### src/hw/rtl/spq_pkg.sv
// ============================================================================
// spq_pkg
// Shared types, widths and constants of the stable priority queue.
// ============================================================================
package spq_pkg;

    // Field widths
    localparam int TAG_W  = 16;
    localparam int PRI_W  = 7;
    localparam int ROLE_W = 2;
    localparam int REQ_W  = 2;
    localparam int STAT_W = 2;
    localparam int OCC_W  = 5;

    // Default number of held entries
    localparam int SPQ_DEPTH = 16;

    // Stream payload widths, padded to whole bytes
    localparam int S_TDATA_W = ((TAG_W + ROLE_W + 7) / 8) * 8;
    localparam int M_TDATA_W = ((TAG_W + PRI_W + OCC_W + 7) / 8) * 8;

    // Request codes
    typedef enum logic [REQ_W-1:0] {
        REQ_ENQ    = 2'd0,
        REQ_DEQ    = 2'd1,
        REQ_LOOKUP = 2'd2,
        REQ_NONE   = 2'd3
    } req_t;

    // Result status codes
    typedef enum logic [STAT_W-1:0] {
        ST_OK        = 2'd0,
        ST_EMPTY     = 2'd1,
        ST_FULL      = 2'd2,
        ST_NOT_FOUND = 2'd3
    } status_t;

    // Role classes
    typedef enum logic [ROLE_W-1:0] {
        ROLE_TOP     = 2'd0,
        ROLE_FAMILY  = 2'd1,
        ROLE_SPONSOR = 2'd2,
        ROLE_OTHER   = 2'd3
    } role_t;

    // Sequencer states
    typedef enum logic [1:0] {
        S_IDLE,
        S_EXEC,
        S_REDUCE
    } state_t;

    // Commands from controller to datapath
    typedef struct packed {
        logic load_req;       // capture the incoming request
        logic commit;         // apply enqueue/dequeue and load the result
        logic load_match;     // register the per-entry tag match vector
        logic report_lookup;  // reduce the match vector into a result
    } cmd_t;

    // Status from datapath to controller
    typedef struct packed {
        req_t req_type;
    } dp_status_t;

    // Map a role class to its priority
    function automatic logic [PRI_W-1:0] role_priority(input role_t role);
        logic [PRI_W-1:0] pri;
        unique case (role)
            ROLE_TOP:     pri = PRI_W'(100);
            ROLE_FAMILY:  pri = PRI_W'(50);
            ROLE_SPONSOR: pri = PRI_W'(20);
            ROLE_OTHER:   pri = PRI_W'(1);
            default:      pri = PRI_W'(1);
        endcase
        return pri;
    endfunction

endpackage

### src/hw/rtl/spq_ctrl.sv
// ============================================================================
// spq_ctrl
// Request sequencer: accepts one request, steps it through execute and,
// for lookups, the match reduction, and owns the result valid flag.
// ============================================================================
module spq_ctrl
    import spq_pkg::*;
(
    input  logic       clk,
    input  logic       rst_n,
    input  logic       s_tvalid,
    output logic       s_tready,
    output logic       m_tvalid,
    input  logic       m_tready,
    input  dp_status_t dp_stat,
    output cmd_t       cmd
);

    state_t state_reg;
    state_t state_next;
    logic   out_valid_reg;
    logic   out_valid_next;
    logic   out_free;

    // Result slot can take a new result this cycle
    assign out_free = !out_valid_reg || m_tready;

    // Next state
    always_comb
    begin
        state_next = state_reg;
        unique case (state_reg)
            S_IDLE:
            begin
                if (s_tvalid)
                    state_next = S_EXEC;
            end
            S_EXEC:
            begin
                if (dp_stat.req_type == REQ_LOOKUP)
                    state_next = S_REDUCE;
                else if (out_free)
                    state_next = S_IDLE;
            end
            S_REDUCE:
            begin
                if (out_free)
                    state_next = S_IDLE;
            end
            default: state_next = S_IDLE;
        endcase
    end

    // Outputs and datapath commands
    always_comb
    begin
        s_tready = 1'b0;
        cmd      = '0;
        unique case (state_reg)
            S_IDLE:
            begin
                s_tready     = 1'b1;
                cmd.load_req = s_tvalid;
            end
            S_EXEC:
            begin
                if (dp_stat.req_type == REQ_LOOKUP)
                    cmd.load_match = 1'b1;
                else
                    cmd.commit = out_free;
            end
            S_REDUCE:
            begin
                cmd.report_lookup = out_free;
            end
            default: ;
        endcase
    end

    // Result valid: set on load, drop when taken
    always_comb
    begin
        out_valid_next = out_valid_reg;
        if (cmd.commit || cmd.report_lookup)
            out_valid_next = 1'b1;
        else if (m_tready)
            out_valid_next = 1'b0;
    end

    always_ff @(posedge clk or negedge rst_n)
    begin
        if (!rst_n)
        begin
            state_reg     <= S_IDLE;
            out_valid_reg <= 1'b0;
        end
        else
        begin
            state_reg     <= state_next;
            out_valid_reg <= out_valid_next;
        end
    end

    assign m_tvalid = out_valid_reg;

endmodule

### src/hw/rtl/spq_datapath.sv
// ============================================================================
// spq_datapath
// Sorted row of entry cells, request capture, match vector and result
// register. Each cell decides locally whether it keeps, shifts or loads.
// ============================================================================
module spq_datapath
    import spq_pkg::*;
#(
    parameter int DEPTH = SPQ_DEPTH
)
(
    input  logic                 clk,
    input  logic                 rst_n,
    input  logic [S_TDATA_W-1:0] s_tdata,
    input  logic [REQ_W-1:0]     s_tuser,
    input  cmd_t                 cmd,
    output dp_status_t           dp_stat,
    output logic [M_TDATA_W-1:0] m_tdata,
    output logic [STAT_W-1:0]    m_tuser
);

    localparam int CW = $clog2(DEPTH + 1);

    // Captured request
    req_t             req_type_reg;
    logic [TAG_W-1:0] req_tag_reg;
    logic [PRI_W-1:0] req_pri_reg;

    // Entry cells
    logic [TAG_W-1:0] tag_reg  [DEPTH];
    logic [TAG_W-1:0] tag_next [DEPTH];
    logic [PRI_W-1:0] pri_reg  [DEPTH];
    logic [PRI_W-1:0] pri_next [DEPTH];
    logic [CW-1:0]    count_reg;
    logic [CW-1:0]    count_next;

    logic [DEPTH-1:0] valid;
    logic [DEPTH-1:0] ge;
    logic [DEPTH-1:0] ge_prev;
    logic [DEPTH-1:0] match;
    logic [DEPTH-1:0] match_reg;
    logic             full;
    logic             empty;

    // Result register
    status_t          res_status_reg;
    status_t          res_status_next;
    logic [TAG_W-1:0] res_tag_reg;
    logic [TAG_W-1:0] res_tag_next;
    logic [PRI_W-1:0] res_pri_reg;
    logic [PRI_W-1:0] res_pri_next;
    logic [OCC_W-1:0] res_occ_reg;
    logic [OCC_W-1:0] res_occ_next;

    assign full  = (count_reg == CW'(DEPTH));
    assign empty = (count_reg == '0);

    // Per-cell occupancy, priority compare and tag match
    always_comb
    begin
        for (int i = 0; i < DEPTH; i++)
        begin
            valid[i] = (CW'(i) < count_reg);
            ge[i]    = valid[i] && (pri_reg[i] >= req_pri_reg);
            match[i] = valid[i] && (tag_reg[i] == req_tag_reg);
        end
    end

    // Left neighbor's compare; the head cell sees a virtual higher entry
    assign ge_prev = {ge[DEPTH-2:0], 1'b1};

    // Next cell contents and result
    always_comb
    begin
        for (int i = 0; i < DEPTH; i++)
        begin
            tag_next[i] = tag_reg[i];
            pri_next[i] = pri_reg[i];
        end
        count_next      = count_reg;
        res_status_next = ST_OK;
        res_tag_next    = '0;
        res_pri_next    = '0;

        if (cmd.commit)
        begin
            unique case (req_type_reg)
                REQ_ENQ:
                begin
                    if (full)
                        res_status_next = ST_FULL;
                    else
                    begin
                        // Keep higher-or-equal entries, insert, shift the rest
                        for (int i = 0; i < DEPTH; i++)
                        begin
                            if (!ge[i])
                            begin
                                if (ge_prev[i])
                                begin
                                    tag_next[i] = req_tag_reg;
                                    pri_next[i] = req_pri_reg;
                                end
                                else if (i > 0)
                                begin
                                    tag_next[i] = tag_reg[(i > 0) ? i - 1 : 0];
                                    pri_next[i] = pri_reg[(i > 0) ? i - 1 : 0];
                                end
                            end
                        end
                        count_next = count_reg + CW'(1);
                    end
                end
                REQ_DEQ:
                begin
                    if (empty)
                        res_status_next = ST_EMPTY;
                    else
                    begin
                        res_tag_next = tag_reg[0];
                        res_pri_next = pri_reg[0];
                        // Advance every entry one cell toward the head
                        for (int i = 0; i < DEPTH - 1; i++)
                        begin
                            tag_next[i] = tag_reg[i + 1];
                            pri_next[i] = pri_reg[i + 1];
                        end
                        count_next = count_reg - CW'(1);
                    end
                end
                REQ_LOOKUP: ;
                REQ_NONE:   ;
                default:    ;
            endcase
        end
        else if (cmd.report_lookup)
        begin
            res_status_next = (|match_reg) ? ST_OK : ST_NOT_FOUND;
        end

        res_occ_next = OCC_W'(count_next);
    end

    // Request capture and cell payload
    always_ff @(posedge clk)
    begin
        if (cmd.load_req)
        begin
            req_type_reg <= req_t'(s_tuser);
            req_tag_reg  <= s_tdata[TAG_W-1:0];
            req_pri_reg  <= role_priority(role_t'(s_tdata[TAG_W +: ROLE_W]));
        end
        for (int i = 0; i < DEPTH; i++)
        begin
            tag_reg[i] <= tag_next[i];
            pri_reg[i] <= pri_next[i];
        end
        if (cmd.load_match)
            match_reg <= match;
        if (cmd.commit || cmd.report_lookup)
        begin
            res_status_reg <= res_status_next;
            res_tag_reg    <= res_tag_next;
            res_pri_reg    <= res_pri_next;
            res_occ_reg    <= res_occ_next;
        end
    end

    // Entry count
    always_ff @(posedge clk or negedge rst_n)
    begin
        if (!rst_n)
            count_reg <= '0;
        else
            count_reg <= count_next;
    end

    assign dp_stat.req_type = req_type_reg;

    assign m_tdata = M_TDATA_W'({res_occ_reg, res_pri_reg, res_tag_reg});
    assign m_tuser = res_status_reg;

endmodule

### src/hw/rtl/stable_priority_queue.sv
// ============================================================================
// stable_priority_queue
// Bounded priority queue, sorted by priority, first-in first-out within
// equal priority.
// ============================================================================
// Every request gives exactly one result. Enqueue, dequeue and the unused
// request code are captured on acceptance, then pass an execute step in which
// every entry cell keeps, shifts or loads in parallel and the result register
// loads; a tag lookup adds a reduction step, as its per-entry match vector is
// registered before it is reduced. One request is in flight at a time, and the
// next is accepted while the previous result still waits in the output
// register. A result that is not taken holds the execute step, or for a
// lookup the reduction step, until the output register frees. An enqueue
// into a full queue is rejected with a full status and leaves the queue
// unchanged. occupancy is the low 5 bits of the entry count after the request.
// ============================================================================
module stable_priority_queue
    import spq_pkg::*;
#(
    parameter int DEPTH = SPQ_DEPTH
)
(
    input  logic                 clk,
    input  logic                 rst_n,
    input  logic                 s_tvalid,
    output logic                 s_tready,
    input  logic [S_TDATA_W-1:0] s_tdata,   // guest_tag[15:0], role_class[17:16]
    input  logic [REQ_W-1:0]     s_tuser,   // req_type[1:0]
    output logic                 m_tvalid,
    input  logic                 m_tready,
    output logic [M_TDATA_W-1:0] m_tdata,   // tag_out[15:0], priority_out[22:16],
                                            // occupancy[27:23]
    output logic [STAT_W-1:0]    m_tuser    // status[1:0]
);

    cmd_t       cmd;
    dp_status_t dp_stat;

    // Request sequencer
    spq_ctrl u_ctrl (
        .clk      (clk),
        .rst_n    (rst_n),
        .s_tvalid (s_tvalid),
        .s_tready (s_tready),
        .m_tvalid (m_tvalid),
        .m_tready (m_tready),
        .dp_stat  (dp_stat),
        .cmd      (cmd)
    );

    // Sorted entry row and result register
    spq_datapath #(
        .DEPTH (DEPTH)
    ) u_datapath (
        .clk     (clk),
        .rst_n   (rst_n),
        .s_tdata (s_tdata),
        .s_tuser (s_tuser),
        .cmd     (cmd),
        .dp_stat (dp_stat),
        .m_tdata (m_tdata),
        .m_tuser (m_tuser)
    );

endmodule
### config.mk
export PLATFORM = sky130hd
export DESIGN_NAME = stable_priority_queue
export DESIGN_NICKNAME = d
export VERILOG_FILES = /design/src/hw/rtl/spq_pkg.sv /design/src/hw/rtl/spq_ctrl.sv /design/src/hw/rtl/spq_datapath.sv /design/src/hw/rtl/stable_priority_queue.sv
export SDC_FILE = /design/constraint.sdc
export NUM_CORES = 1
export LEC_CHECK = 0
export BUFFER_PORTS_ARGS = -buffer_cell sky130_fd_sc_hd__buf_2
export CAP_MARGIN = 20
export CORE_ASPECT_RATIO = 1.2
export CORE_MARGIN = 5
export CORE_UTILIZATION = 25
export DETAILED_ROUTE_END_ITERATION = 10
export PLACE_DENSITY = 0.46
export SLEW_MARGIN = 15
export SYNTH_ARGS = -nofsm -noshare
export SYNTH_HDL_FRONTEND = slang
export SYNTH_SLANG_ARGS = --single-unit
### constraint.sdc
create_clock -name clk -period 3.8 [get_ports clk]
set_clock_uncertainty 0.1 [all_clocks]
set_input_delay 0.57 -clock clk [delete_from_list [all_inputs] [get_ports clk]]
set_output_delay 0.57 -clock clk [all_outputs]
set_load 0.01 [all_outputs]
==> qor.csv <==
metric;value;unit
Reg clk slew, reported paths;0.06;ns
sequential element share of the synthesized area;0.460;
number of synthesized flops with an enable pin;438;
CTS Buf Count;51;
Primary FF master, synth;edfxtp_1;
Final setup viols;0;
Die H;383;um
critical path peak fanout;16;
share of the synthesized area in the top cell type;0.453;
Post-Syn Instances;2867;
Pins Over Slew Limit;0;
Clock power frac;0.240;
initial antenna violation count;0;
Sum Neg Setup Slack;0;ns
initial core utilization;0.250;
most common cell in the netlist;nand2_1;
GR Util All Layers;0.170;
largest net degree at the start of global routing;202;
die width;321;um
routed vias;24000;
worst vdd ir;0.000334;V
commonest cells in the netlist;nand2_1, edfxtp_1, nand4_1, xor2_1, clkbuf_1;
Worst-Skew Late Latency;0.65;ns
#FFs+latches synth;446;
Port Buffers;55;
drc violations;0;
CP Launch Type;flop;
RSZ-0062 raised after global routing;false;
Area growth, synth to finish;14.3;%
Fin. Hold Viols;0;
Detailed Route Iter0 Violations;2067;
Vias per Instance;5.42;
Layout Nets;2986;
CTS tree;done;
Synth cell types;72;
IO Count;66;
leak pwr;12.0;nW
remaining global-route overflow;0;
Max Cap Viol;0;
Placeable Area;116000;um^2
status;completed;
WL final;109000;um
largest area contributor in the netlist;edfxtp_1;
Pwr per Cell Area;670;nW/um^2
vias in the first global route;23800;
ys async rst share;0.0179;
ant diodes;0;
max_slew headroom;0.213;
Fmax achieved;293;MHz
Worst Tran Pin Value;1.18;ns
Syn. warnings;0;
Root Driver;clkbuf_16;
internal power;13.1;mW
first-pass GRT wire length;161000;um
# clock sinks;446;
Synth Area per Inst;10.1;um^2
Largest register FFs;256;
share of layout cells above drive strength 1;0.141;
WP data required;4.01;ns
routed length per instance;24.6;um
clock period minus final worst setup slack;3.42;ns
fin crit share;0.899;
Worst Hold Class;in2reg;
total power;22.2;mW
detailed placer's ending HPWL;78800;um
power share of the combinational group;0.408;
Final Wtd Congestion;0.847;
CP arrival;3.63;ns
crit end category;flop;
First-pass DRT Iterations;7;
Mapped Area;29000;um^2
Sw Share;0.411;
Switch Pwr;9.12;mW
# rows;137;
Die Area;123000;um^2
Crit Path Category;reg2reg;
top post-synthesis cells by area;edfxtp_1, nand2_1, xor2_1;
antenna viol nets, final;0;
H-tree Lvls;2;
sequential group share of total power;0.352;
clk buf depth;3;
==> logic make-up (layout without fill, tap and decap cells) <==
kind of cell             Yosys count  after routing  share of synthesized area
adder cells (fa/ha/maj)          104            104                     0.0448
AO/OA/AOI/OAI                    655            655                      0.180
other                              1              4                   0.000129
XOR/XNOR                         258            258                     0.0779
AND/OR/NAND/NOR                 1060           1060                      0.182
buffers and inverters            343            367                     0.0552
flip-flops                       446            446                      0.460
==> area by class of cell <==
| type | count | area (um^2) |
|---|---|---|
| clock buffer | 58 | 1320 |
| fill | 12200 | 82700 |
| clock inverter | 37 | 423 |
| multi-input combinational | 2081 | 14200 |
| inverter | 47 | 176 |
| sequential | 446 | 13400 |
| tap | 1529 | 1910 |
| timing repair buffer | 225 | 1770 |
==> layout by cell type, fill, tap and decap left out, types with 33 or more instances in the layout <==
master,n
a21oi_1,46
a221o_1,42
and3_1,44
buf_2,55
buf_4,138
clkbuf_16,52
edfxtp_1,438
ha_1,104
inv_1,47
nand2_1,474
nand3_1,46
nand4_1,226
nor3_1,103
nor4_1,51
o211a_1,45
o211ai_1,141
o211ai_2,50
o21ai_0,76
o21ai_1,33
xnor2_1,66
xor2_1,192
==> what timing repair did <==
item | in CTS | in global routing
hold endpoints to repair | 26 | 0
hold buffers | 19 | 0
gates resized for setup | 0 | 0
setup buffers | 0 | 0
==> per-stage QoR <==
step	cell area [um^2]	util	hold slack (ns)	instances	worst slack, ns
6_report	33200	0.286	0.175	4423	0.383
5_1_grt	33200	0.286	0.160	4423	0.260
4_1_cts	33200	0.286	0.141	4423	0.381
3_5_place_dp	31200	0.270	0.334	4309	0.377
3_3_place_gp	31200	0.269	0.329	4308	0.361
2_1_floorplan	29000	-	0.174	2870	0.0902
==> metal layers <==
layer | routed length (um) | vias up | part of all wire | track usage
li1 | - | 10900 | - | -
met5 | 0 | - | 0 | 0
met2 | 52400 | 806 | 0.48 | 0.286
met1 | 46100 | 12100 | 0.42 | 0.223
met3 | 5450 | 191 | 0.050 | 0.0174
met4 | 4720 | 0 | 0.043 | 0.0677
==> worst paths after layout <==
check	from	to	slack, ns	cells after the start
max	u_datapath.req_pri_reg[6]$_DFFE_PP_	u_datapath.tag_reg[8][1]$_DFFE_PP_	0.38	8
min	s_tdata[17]	u_datapath.req_pri_reg[0]$_DFFE_PP_	0.17	2
max reg2reg	u_datapath.req_pri_reg[6]$_DFFE_PP_	u_datapath.tag_reg[8][1]$_DFFE_PP_	0.38	8
min reg2reg	u_ctrl.m_tvalid$_DFFE_PN0P_	u_ctrl.m_tvalid$_DFFE_PN0P_	0.48	2
max in group asynchronous	rst_n	u_datapath.count_reg[4]$_DFF_PN0_	3.20	2
min in group asynchronous	rst_n	u_datapath.count_reg[0]$_DFF_PN0_	0.20	2
==> worst max-delay path, stage by stage (launching register included) <==
cell,delay [ns]
edfxtp_1,0.52
inv_1,0.60
buf_4,0.36
ha_1,0.28
nor2b_1,0.15
o22ai_2,0.30
and2_1,0.37
buf_4,0.29
o211ai_1,0.11
==> power groups by stage <==
stage	registers, mW	clock network (mW)	logic, mW
floorplan	7.48	0	6.42
global placement	7.91	0	8.93
detailed placement	7.90	0	9.01
CTS	7.81	5.45	9.06
global route	7.88	5.61	9.87
finish	7.82	5.33	9.08
Note: power is estimated with default switching activity, not from simulation.
